File: src/sv/kqbp_pkg.sv
// ----------------------------------------------------------------------------
// kqbp_pkg
// Shared constants for the keypoint quantizer and bit packer.
// ----------------------------------------------------------------------------
package kqbp_pkg;

   // fixed field widths
   localparam int FRAME_W      = 15;   // frame dimension registers
   localparam int X_POS_W      = 18;
   localparam int Y_POS_W      = 18;
   localparam int DIAM_W       = 16;
   localparam int ANGLE_IN_W   = 14;
   localparam int BYTE_BITS    = 8;
   localparam int SIZE_BITS    = 10;   // quantized size field
   localparam int ANGLE_BITS   = 9;    // sign + 8 magnitude bits
   localparam int COORD_CAP    = 17;   // widest field a 15-bit frame size can ask for

   // configuration register map
   localparam int CSR_IDX_W    = 2;
   localparam logic [CSR_IDX_W-1:0] CSR_FRAME_WIDTH   = 2'd0;
   localparam logic [CSR_IDX_W-1:0] CSR_FRAME_HEIGHT  = 2'd1;
   localparam logic [CSR_IDX_W-1:0] CSR_ENCODE_ANGLES = 2'd2;

   localparam logic [FRAME_W-1:0] FRAME_WIDTH_RST  = 15'd640;
   localparam logic [FRAME_W-1:0] FRAME_HEIGHT_RST = 15'd480;

   // record queue between classifier and packer
   localparam int QUEUE_DEPTH  = 2;

endpackage

File: src/sv/kqbp_front.sv
// ----------------------------------------------------------------------------
// kqbp_front
// Accepts keypoints, quantizes them and builds one left-aligned record.
// ----------------------------------------------------------------------------
module kqbp_front #(
   parameter int COORD_W = 16,
   parameter int REC_W   = 51,
   parameter int LEN_W   = 6
) (
   input  logic                              req_valid,
   output logic                              req_stall,
   input  logic [kqbp_pkg::X_POS_W-1:0]      req_x_pos,
   input  logic [kqbp_pkg::Y_POS_W-1:0]      req_y_pos,
   input  logic [kqbp_pkg::DIAM_W-1:0]       req_kp_diameter,
   input  logic signed [kqbp_pkg::ANGLE_IN_W-1:0] req_orientation,
   input  logic                              req_final_keypoint,
   input  logic [kqbp_pkg::FRAME_W-1:0]      frame_width,
   input  logic [kqbp_pkg::FRAME_W-1:0]      frame_height,
   input  logic                              encode_angles,
   input  logic                              queue_full,
   output logic                              push,
   output logic [REC_W-1:0]                  push_rec,
   output logic [LEN_W-1:0]                  push_len,
   output logic                              push_last
);
   import kqbp_pkg::*;

   localparam int CW = $clog2(COORD_W + 1);
   localparam int QW = COORD_CAP;
   localparam logic [LEN_W-1:0] REC_LEN = LEN_W'(REC_W);

   // field width = ceil(log2(dim)) + 2, saturated
   function automatic logic [CW-1:0] coord_bits(input logic [FRAME_W-1:0] dim);
      logic [FRAME_W-1:0] m;
      logic [4:0]         c;
      logic [5:0]         w;
      m = (dim == '0) ? '0 : dim - 1'b1;
      c = '0;
      for (int i = 0; i < FRAME_W; i++) begin
         if (m[i]) c = 5'(i + 1);
      end
      w = {1'b0, c} + 6'd2;
      if (w > 6'(COORD_W)) w = 6'(COORD_W);
      return CW'(w);
   endfunction

   logic [CW-1:0]           xw, yw;
   logic [X_POS_W:0]        x_sum;
   logic [Y_POS_W:0]        y_sum;
   logic [DIAM_W:0]         d_sum;
   logic [QW-1:0]           qx, qy, qy_mask;
   logic [SIZE_BITS-1:0]    qs;
   logic [ANGLE_IN_W-1:0]   a_mag;
   logic [ANGLE_IN_W:0]     a_sum;
   logic [9:0]              a_deg;
   logic [8:0]              a_mod;
   logic [8:0]              a_red;
   logic                    a_neg;
   logic [ANGLE_BITS-1:0]   a_field;
   logic [LEN_W-1:0]        xy_len, xys_len;

   always_comb begin
      xw      = coord_bits(frame_width);
      yw      = coord_bits(frame_height);

      // round half away from zero to quarter pixels
      x_sum   = {1'b0, req_x_pos} + (X_POS_W+1)'(2);
      y_sum   = {1'b0, req_y_pos} + (Y_POS_W+1)'(2);
      d_sum   = {1'b0, req_kp_diameter} + (DIAM_W+1)'(2);
      qx      = x_sum[X_POS_W:2];
      qy      = y_sum[Y_POS_W:2];
      qs      = d_sum[SIZE_BITS+1:2];
      qy_mask = ~({QW{1'b1}} << yw);

      // angle: whole degrees rounded half up, mod 360, fold positive angles above 180
      // magnitude is at most 8192, so whole degrees stay below 513
      a_neg   = req_orientation[ANGLE_IN_W-1];
      a_mag   = a_neg ? ANGLE_IN_W'(-req_orientation) : ANGLE_IN_W'(req_orientation);
      a_sum   = {1'b0, a_mag} + (ANGLE_IN_W+1)'(8);
      a_deg   = a_sum[ANGLE_IN_W-1:4];
      a_mod   = (a_deg >= 10'd360) ? 9'(a_deg - 10'd360) : a_deg[8:0];
      a_red   = (!a_neg && a_mod > 9'd180) ? a_mod - 9'd180 : a_mod;
      a_field = {a_neg && (a_red != '0), a_red[7:0]};

      xy_len  = LEN_W'(xw) + LEN_W'(yw);
      xys_len = xy_len + LEN_W'(SIZE_BITS);
      push_len = encode_angles ? xys_len + LEN_W'(ANGLE_BITS) : xys_len;

      // left-aligned record; upper bits of qx fall off the top
      push_rec = (REC_W'(qx) << (REC_LEN - LEN_W'(xw)))
               | (REC_W'(qy & qy_mask) << (REC_LEN - xy_len))
               | (REC_W'(qs) << (REC_LEN - xys_len));
      if (encode_angles) begin
         push_rec = push_rec | (REC_W'(a_field) << (REC_LEN - push_len));
      end

      push_last = req_final_keypoint;
      req_stall = queue_full;
      push      = req_valid && !queue_full;
   end

endmodule

File: src/sv/kqbp_queue.sv
// ----------------------------------------------------------------------------
// kqbp_queue
// Short record queue between the classifier and the packer.
// ----------------------------------------------------------------------------
module kqbp_queue #(
   parameter int REC_W = 51,
   parameter int LEN_W = 6
) (
   input  logic             clock,
   input  logic             reset,
   input  logic             push,
   input  logic [REC_W-1:0] push_rec,
   input  logic [LEN_W-1:0] push_len,
   input  logic             push_last,
   output logic             full,
   output logic             pop_valid,
   input  logic             pop,
   output logic [REC_W-1:0] pop_rec,
   output logic [LEN_W-1:0] pop_len,
   output logic             pop_last
);
   import kqbp_pkg::*;

   localparam int PTR_W = (QUEUE_DEPTH > 1) ? $clog2(QUEUE_DEPTH) : 1;
   localparam int CNT_W = $clog2(QUEUE_DEPTH + 1);

   logic [REC_W-1:0] rec_ff  [QUEUE_DEPTH];
   logic [LEN_W-1:0] len_ff  [QUEUE_DEPTH];
   logic             last_ff [QUEUE_DEPTH];
   logic [PTR_W-1:0] wr_ptr_ff, wr_ptr_in;
   logic [PTR_W-1:0] rd_ptr_ff, rd_ptr_in;
   logic [CNT_W-1:0] count_ff, count_in;
   logic             do_pop;

   always_comb begin
      full      = (count_ff == CNT_W'(QUEUE_DEPTH));
      pop_valid = (count_ff != '0);
      do_pop    = pop && pop_valid;
      pop_rec   = rec_ff[rd_ptr_ff];
      pop_len   = len_ff[rd_ptr_ff];
      pop_last  = last_ff[rd_ptr_ff];
      wr_ptr_in = push ? wr_ptr_ff + 1'b1 : wr_ptr_ff;
      rd_ptr_in = do_pop ? rd_ptr_ff + 1'b1 : rd_ptr_ff;
      count_in  = count_ff + CNT_W'(push) - CNT_W'(do_pop);
   end

   always_ff @(posedge clock) begin
      if (reset) begin
         wr_ptr_ff <= '0;
         rd_ptr_ff <= '0;
         count_ff  <= '0;
      end else begin
         wr_ptr_ff <= wr_ptr_in;
         rd_ptr_ff <= rd_ptr_in;
         count_ff  <= count_in;
      end
   end

   always_ff @(posedge clock) begin
      if (push) begin
         rec_ff[wr_ptr_ff]  <= push_rec;
         len_ff[wr_ptr_ff]  <= push_len;
         last_ff[wr_ptr_ff] <= push_last;
      end
   end

endmodule

File: src/sv/kqbp_back.sv
// ----------------------------------------------------------------------------
// kqbp_back
// Merges records with carried bits; drains one byte per cycle unless stalled.
// ----------------------------------------------------------------------------
module kqbp_back #(
   parameter int REC_W = 51,
   parameter int LEN_W = 6
) (
   input  logic             clock,
   input  logic             reset,
   input  logic             pop_valid,
   output logic             pop,
   input  logic [REC_W-1:0] pop_rec,
   input  logic [LEN_W-1:0] pop_len,
   input  logic             pop_last,
   output logic             rsp_valid,
   input  logic             rsp_stall,
   output logic [7:0]       rsp_out_byte,
   output logic             rsp_stream_end
);
   import kqbp_pkg::*;

   localparam int ACC_W = REC_W + BYTE_BITS - 1;
   localparam logic [LEN_W-1:0] BYTE_LEN = LEN_W'(BYTE_BITS);

   logic [ACC_W-1:0]     acc_ff, acc_in, acc_sh, acc_load;
   logic [LEN_W-1:0]     n_ff, n_in, n_after;
   logic                 last_ff, last_in;
   logic                 busy_ff, busy_in;
   logic [7:0]           pb_ff, pb_in, pb_next, pb_src;
   logic [2:0]           nf_ff, nf_in, nf_next, nf_src;
   logic                 rsp_valid_ff, rsp_valid_in;
   logic [7:0]           rsp_byte_ff, rsp_byte_in;
   logic                 rsp_end_ff, rsp_end_in;
   logic                 emit, finish;

   always_comb begin
      emit     = busy_ff && (!rsp_valid_ff || !rsp_stall);
      n_after  = (n_ff >= BYTE_LEN) ? n_ff - BYTE_LEN : '0;
      acc_sh   = acc_ff << BYTE_BITS;
      // record done once fewer than a byte remains and no flush is owed
      finish   = emit && (n_after < BYTE_LEN) && !(last_ff && n_after != '0);
      pb_next  = last_ff ? '0 : acc_sh[ACC_W-1 -: 8];
      nf_next  = last_ff ? '0 : n_after[2:0];

      pop      = pop_valid && (!busy_ff || finish);
      pb_src   = finish ? pb_next : pb_ff;
      nf_src   = finish ? nf_next : nf_ff;
      acc_load = {pb_src, {(ACC_W-8){1'b0}}} | ({pop_rec, {(BYTE_BITS-1){1'b0}}} >> nf_src);

      acc_in   = acc_ff;
      n_in     = n_ff;
      last_in  = last_ff;
      busy_in  = busy_ff;
      pb_in    = finish ? pb_next : pb_ff;
      nf_in    = finish ? nf_next : nf_ff;
      priority if (pop) begin
         acc_in  = acc_load;
         n_in    = LEN_W'(nf_src) + pop_len;
         last_in = pop_last;
         busy_in = 1'b1;
      end else if (finish) begin
         busy_in = 1'b0;
      end else if (emit) begin
         acc_in  = acc_sh;
         n_in    = n_after;
      end

      rsp_valid_in = rsp_valid_ff;
      rsp_byte_in  = rsp_byte_ff;
      rsp_end_in   = rsp_end_ff;
      if (emit) begin
         rsp_valid_in = 1'b1;
         rsp_byte_in  = acc_ff[ACC_W-1 -: 8];
         rsp_end_in   = last_ff && (n_after == '0);
      end else if (!rsp_stall) begin
         rsp_valid_in = 1'b0;
      end
   end

   always_ff @(posedge clock) begin
      if (reset) begin
         busy_ff      <= 1'b0;
         pb_ff        <= '0;
         nf_ff        <= '0;
         rsp_valid_ff <= 1'b0;
      end else begin
         busy_ff      <= busy_in;
         pb_ff        <= pb_in;
         nf_ff        <= nf_in;
         rsp_valid_ff <= rsp_valid_in;
      end
   end

   always_ff @(posedge clock) begin
      acc_ff      <= acc_in;
      n_ff        <= n_in;
      last_ff     <= last_in;
      rsp_byte_ff <= rsp_byte_in;
      rsp_end_ff  <= rsp_end_in;
   end

   assign rsp_valid      = rsp_valid_ff;
   assign rsp_out_byte   = rsp_byte_ff;
   assign rsp_stream_end = rsp_end_ff;

`ifndef SYNTH
   a_busy_has_bits: assert property (@(posedge clock) disable iff (reset)
      busy_ff |-> (n_ff != '0))
      else $error("packer busy with no pending bits");
   a_fill_bound: assert property (@(posedge clock) disable iff (reset)
      busy_ff |-> (n_ff <= LEN_W'(ACC_W)))
      else $error("pending bit count beyond accumulator");
   a_end_on_flush: assert property (@(posedge clock) disable iff (reset)
      (finish && last_ff) |=> (rsp_valid_ff && rsp_end_ff))
      else $error("final record closed without end mark");
   a_carry_clear: assert property (@(posedge clock) disable iff (reset)
      (finish && last_ff) |=> (nf_ff == '0 && pb_ff == '0))
      else $error("carry bits survive end of stream");
`endif

endmodule

File: src/sv/keypoint_quantize_bit_packer.sv
// ----------------------------------------------------------------------------
// keypoint_quantize_bit_packer
// Quantizes keypoints to quarter pixels and packs them MSB-first into bytes.
//
// req_* : one keypoint per word (valid/stall). x, y and size are rounded to
//         quarter pixels; an optional 9-bit angle follows. Accepted whenever
//         the two-entry record queue has room, also while bytes still drain.
// rsp_* : one packed byte per word, earliest bit in bit 7. rsp_stream_end
//         marks the last byte after a final keypoint (partial byte padded).
// csr_* : register writes (frame_width, frame_height, encode_angles); always
//         ready; the user must write them only while the block is idle, as
//         the block itself does not enforce it.
// Throughput: one byte per cycle from the packer's byte shifter while rsp is
//   not stalled; a keypoint is queued, loaded into the accumulator and yields
//   1 to 8 bytes (about 7 for full-width records with angles).
// Reset: synchronous; registers return to 640/480/0 and carried bits clear.
// A stall on rsp holds the output byte; the queue keeps taking keypoints
// until it is full, then req_stall rises.
// ----------------------------------------------------------------------------
module keypoint_quantize_bit_packer #(
   parameter int MAX_COORD_BITS = 16
) (
   input  logic                                   clock,
   input  logic                                   reset,
   // keypoint input
   input  logic                                   req_valid,
   output logic                                   req_stall,
   input  logic [kqbp_pkg::X_POS_W-1:0]           req_x_pos,
   input  logic [kqbp_pkg::Y_POS_W-1:0]           req_y_pos,
   input  logic [kqbp_pkg::DIAM_W-1:0]            req_kp_diameter,
   input  logic signed [kqbp_pkg::ANGLE_IN_W-1:0] req_orientation,
   input  logic                                   req_final_keypoint,
   // byte output
   output logic                                   rsp_valid,
   input  logic                                   rsp_stall,
   output logic [7:0]                             rsp_out_byte,
   output logic                                   rsp_stream_end,
   // register writes
   input  logic                                   csr_valid,
   output logic                                   csr_ready,
   input  logic [kqbp_pkg::CSR_IDX_W-1:0]         csr_index,
   input  logic [kqbp_pkg::FRAME_W-1:0]           csr_data
);
   import kqbp_pkg::*;

   // coordinate fields never need more than COORD_CAP bits
   localparam int COORD_W = (MAX_COORD_BITS < COORD_CAP) ? MAX_COORD_BITS : COORD_CAP;
   localparam int REC_W   = 2 * COORD_W + SIZE_BITS + ANGLE_BITS;
   localparam int LEN_W   = $clog2(REC_W + BYTE_BITS);

   logic [FRAME_W-1:0] frame_width_ff, frame_width_in;
   logic [FRAME_W-1:0] frame_height_ff, frame_height_in;
   logic               encode_angles_ff, encode_angles_in;

   logic               push, queue_full, pop_valid, pop;
   logic [REC_W-1:0]   push_rec, pop_rec;
   logic [LEN_W-1:0]   push_len, pop_len;
   logic               push_last, pop_last;

   // register file; unknown indexes drop the write
   assign csr_ready = 1'b1;

   always_comb begin
      frame_width_in   = frame_width_ff;
      frame_height_in  = frame_height_ff;
      encode_angles_in = encode_angles_ff;
      if (csr_valid) begin
         unique case (csr_index)
            CSR_FRAME_WIDTH:   frame_width_in   = csr_data;
            CSR_FRAME_HEIGHT:  frame_height_in  = csr_data;
            CSR_ENCODE_ANGLES: encode_angles_in = csr_data[0];
            default: ;
         endcase
      end
   end

   always_ff @(posedge clock) begin
      if (reset) begin
         frame_width_ff   <= FRAME_WIDTH_RST;
         frame_height_ff  <= FRAME_HEIGHT_RST;
         encode_angles_ff <= 1'b0;
      end else begin
         frame_width_ff   <= frame_width_in;
         frame_height_ff  <= frame_height_in;
         encode_angles_ff <= encode_angles_in;
      end
   end

   // classify: quantize and build the left-aligned record
   kqbp_front #(
      .COORD_W (COORD_W),
      .REC_W   (REC_W),
      .LEN_W   (LEN_W)
   ) u_front (
      .req_valid          (req_valid),
      .req_stall          (req_stall),
      .req_x_pos          (req_x_pos),
      .req_y_pos          (req_y_pos),
      .req_kp_diameter    (req_kp_diameter),
      .req_orientation    (req_orientation),
      .req_final_keypoint (req_final_keypoint),
      .frame_width        (frame_width_ff),
      .frame_height       (frame_height_ff),
      .encode_angles      (encode_angles_ff),
      .queue_full         (queue_full),
      .push               (push),
      .push_rec           (push_rec),
      .push_len           (push_len),
      .push_last          (push_last)
   );

   // decouples intake from byte draining
   kqbp_queue #(
      .REC_W (REC_W),
      .LEN_W (LEN_W)
   ) u_queue (
      .clock     (clock),
      .reset     (reset),
      .push      (push),
      .push_rec  (push_rec),
      .push_len  (push_len),
      .push_last (push_last),
      .full      (queue_full),
      .pop_valid (pop_valid),
      .pop       (pop),
      .pop_rec   (pop_rec),
      .pop_len   (pop_len),
      .pop_last  (pop_last)
   );

   // pack: merge with carried bits, one byte per cycle unless rsp stalls
   kqbp_back #(
      .REC_W (REC_W),
      .LEN_W (LEN_W)
   ) u_back (
      .clock          (clock),
      .reset          (reset),
      .pop_valid      (pop_valid),
      .pop            (pop),
      .pop_rec        (pop_rec),
      .pop_len        (pop_len),
      .pop_last       (pop_last),
      .rsp_valid      (rsp_valid),
      .rsp_stall      (rsp_stall),
      .rsp_out_byte   (rsp_out_byte),
      .rsp_stream_end (rsp_stream_end)
   );

endmodule
File: config.mk
export PLATFORM = sky130hd
export DESIGN_NAME = keypoint_quantize_bit_packer
export DESIGN_NICKNAME = d
export VERILOG_FILES = /design/src/sv/kqbp_pkg.sv /design/src/sv/kqbp_front.sv /design/src/sv/kqbp_queue.sv /design/src/sv/kqbp_back.sv /design/src/sv/keypoint_quantize_bit_packer.sv
export SDC_FILE = /design/constraint.sdc
export NUM_CORES = 1
export LEC_CHECK = 0
export BUFFER_PORTS_ARGS = -buffer_cell sky130_fd_sc_hd__buf_2
export CAP_MARGIN = 20
export CORE_UTILIZATION = 50
export CTS_BUF_LIST = sky130_fd_sc_hd__clkbuf_8 sky130_fd_sc_hd__clkbuf_16
export CTS_CLUSTER_SIZE = 16
export DETAILED_ROUTE_END_ITERATION = 10
export GPL_TIMING_DRIVEN = 0
export MAX_ROUTING_LAYER = met4
export PLACE_DENSITY = 0.79
export SETUP_SLACK_MARGIN = 0.15
export SLEW_MARGIN = 10
export SYNTH_ARGS = -nofsm -noshare
export SYNTH_HDL_FRONTEND = slang
export SYNTH_HIERARCHICAL = 1
export SYNTH_SLANG_ARGS = --single-unit
export TNS_END_PERCENT = 100
File: constraint.sdc
create_clock -name clock -period 15.6 [get_ports clock]
set_input_delay 4.68 -clock clock [delete_from_list [all_inputs] [get_ports clock]]
set_output_delay 4.68 -clock clock [all_outputs]
set_load 0.05 [all_outputs]
==> metrics.yaml <==
floorplanning:
  pin_count: 101
  core_sq_um: 40800
  rows: 74
  dieArea_sq_um: 42300
  initial_utilization_pct: 50.8
  dieWidth_um: 206
  die_y_um: 206
worst_setup_path:
  cp.arrival_ps: 12380
  r2r_setup_slack_ps: 3450
  crit_fanout: 12
  cp_num_buf_inv: 11
  startpoint_type: "register"
  crit_required_ps: 15830
  cpMaxStageDelayCell: "xnor2_1"
  crit_path_max_incr_delay_ps: 970
  crit_type: "register to register"
  path_delay_family: "buffers and inverters"
  cpMostUsedCell: "clkbuf_1"
  cp-end-kind: "register"
clock_tree:
  post_cts_resized: 0
  hold_buffers: 0
  clkTransAtPathRegs_ps: 60
  cts.sinks: 239
  cts_max_path_buffers: 3
  clk_latency_ps: 530
  cts_setup_buffers: 0
  cts.htree.levels: 1
  numCtsBuffers: 22
  cts_tree: "done"
  cts-root-buf: "clkbuf_16"
place:
  portBuffers: 87
  place_ws_ps: 3740
  place.detailed.hpwl_um: 57400
  dp_cells: 3061
  place_congestion: 1.05
finish:
  nets: 2677
  layout_commonest_cell: "nand2_1"
  fin_cells: 3101
  drive_above_1_share_pct: 12.9
  final_util_pct: 55.3
  final_cell_mix: "nand2_1, edfxtp_1, nor2_1, nand3_1, buf_2"
  diodes: 0
  fill_cells: 3687
  syn2layout_area_growth_pct: 8.90
outcome:
  outcome: "complete, no violations"
pwr:
  powerDensity_nw_per_um2: 244
  peakVddDrop_v: 0.000148
  p_leak_nw: 8.34
synthesis:
  syn_nets: 2563
  ys_seq_area_share_pct: 32.3
  synth_top_family_by_area: "compound AO/OA/AOI/OAI gates"
  synth_compound_area_share_pct: 26.0
  synth_flop_cell: "edfxtp_1"
  postSynthCellCount: 2439
  synth-simple-area-share_pct: 21.2
  synth_xor_area_share_pct: 3.65
  synthArstFlopShare_pct: 0
  synth_fa_ha_area_share_pct: 2.19
  synth_area_sq_um: 20700
  yosys-mux-area-fraction_pct: 9.39
  avgSynthCellArea_sq_um: 8.50
  synth.distinct_cells: 113
  yosys_warnings: 6
  synth_edf_count: 190
  ys_ff_latch: 239
grt:
  grt_pass1_vias: 19600
  grtUsageMet1_pct: 42.5
  antenna_found_initial: 1
  grt_max_degree: 65
  grt_use_met3_pct: 3.72
  use_met2_pct: 57.4
  grt_first_pass_wirelength_um: 111000
  top_usage_layer: "met2"
  grt_usage_pct: 34.9
  overflow: 0
detailed_routing:
  drtPass1Iterations: 6
  viasPerCell: 6.68
  drc: 0
  wirelength_um: 72900
  drt_iter0_drc: 2348
  dr_total_vias: 20700
  ant_nets: 0
  wl_per_cell_um: 23.5
timing:
  max_freq_mhz: 82.3
  fin_setup_tns_ps: 0
  fin_crit_sh_pct: 77.9
  period_needed_ps: 12150
  fin_skew_ps: 18.4
  rsz0062_at_grt: "false"
  finalHoldViolations: 0
  setup_viol: 0
  tightest_slew_ps: 1180
  drv_slew: 0
  setup_slack_ps: 3450
  relSlewSlack_pct: 20.8
hold_path:
  min_path_type: "register to register"
job:
  max-cap-violations: 0
metrics by stage:
stage / hold slack (ps) / power [mW] / area, sq um
after floorplan: 400 / 3.56 / 20700
after global placement: 402 / 4.85 / 21800
after detailed placement: 405 / 4.86 / 21900
after CTS: 419 / 5.39 / 22600
after global routing: 440 / 5.75 / 22600
final: 417 / 5.51 / 22600
registers in the layout, summed over array words and instances, names as in the netlist, named ones only:
name	cells
u_queue/count_ff	2
u_back/busy_ff	1
encode_angles_ff	1
u_back/rsp_out_byte	8
u_back/rsp_stream_end	1
u_queue/wr_ptr_ff	1
u_queue/rec_ff	102
u_queue/rd_ptr_ff	1
u_back/pb_ff	8
u_queue/len_ff	12
frame_height_ff	15
u_back/rsp_valid	1
u_back/nf_ff	3
u_queue/last_ff	2
u_back/n_ff	6
u_back/acc_ff	58
frame_width_ff	15
u_back/last_ff	1
power by group:
part           leakage [nW]  internal (mW)  total, mW  switching, mW
Sequential             2.23           1.16       1.25         0.0938
Combinational          5.76           1.13       3.76           2.63
Clock                 0.354          0.271      0.497          0.226
cells in the mapped netlist, drive strengths merged, types with 50 or more instances:
cell      n  area (sq um)
nor2    178           681
o21ai   152           764
buf      70           430
mux2i    79           795
edfxtp  190          5710
a21oi    99           495
mux2     93          1130
nand2   288          1080
nand3   171           856
a22oi    73           576
xnor2    50           438
nand2b   59           369
nor3     59           300
a32oi    50           438
inv      70           263
clkbuf  104           390
path summary, 6_finish.rpt:
kind                                   startpoint                     end  cells after the start
worst max-delay path            frame_width_ff[2]   u_queue/rec_ff[1][21]                     30
worst min-delay path            u_back/acc_ff[51]  u_back/rsp_out_byte[1]                      0
worst max register to register  frame_width_ff[2]   u_queue/rec_ff[1][21]                     30
worst min register to register  u_back/acc_ff[51]  u_back/rsp_out_byte[1]                      0
cell families (layout without fill, tap and decap cells):
kind of cell / Yosys count / count (layout)
AO/OA/AOI/OAI: 745 / 745
XOR/XNOR: 83 / 83
adder cells (fa/ha/maj): 35 / 35
buffers and inverters: 249 / 379
flip-flops: 239 / 239
multiplexers: 173 / 173
other: 1 / 1
AND/OR/NAND/NOR: 914 / 914
cell type report:
class                   count  area [sq um]  area share, %
plain buffers             174           821           3.64
multi-input cells        1951         13000           57.5
repair buffers             90           490           2.17
well taps                 532           666           2.95
clock buffers              24           589           2.61
flip-flops and latches    239          6690           29.6
inverters                  75           282           1.25
clock inverters            16          70.1          0.310
metal layers:
| layer | routed length [um] | vias to the layer above | share of wire (%) |
|---|---|---|---|
| met5 | 0 | - | 0 |
| met4 | 3750 | 0 | 5.1 |
| met3 | 5020 | 180 | 6.9 |
| met2 | 34100 | 1065 | 47 |
| met1 | 30100 | 9927 | 41 |
| li1 | - | 9540 | - |
Power figures use the tool's default switching activity.
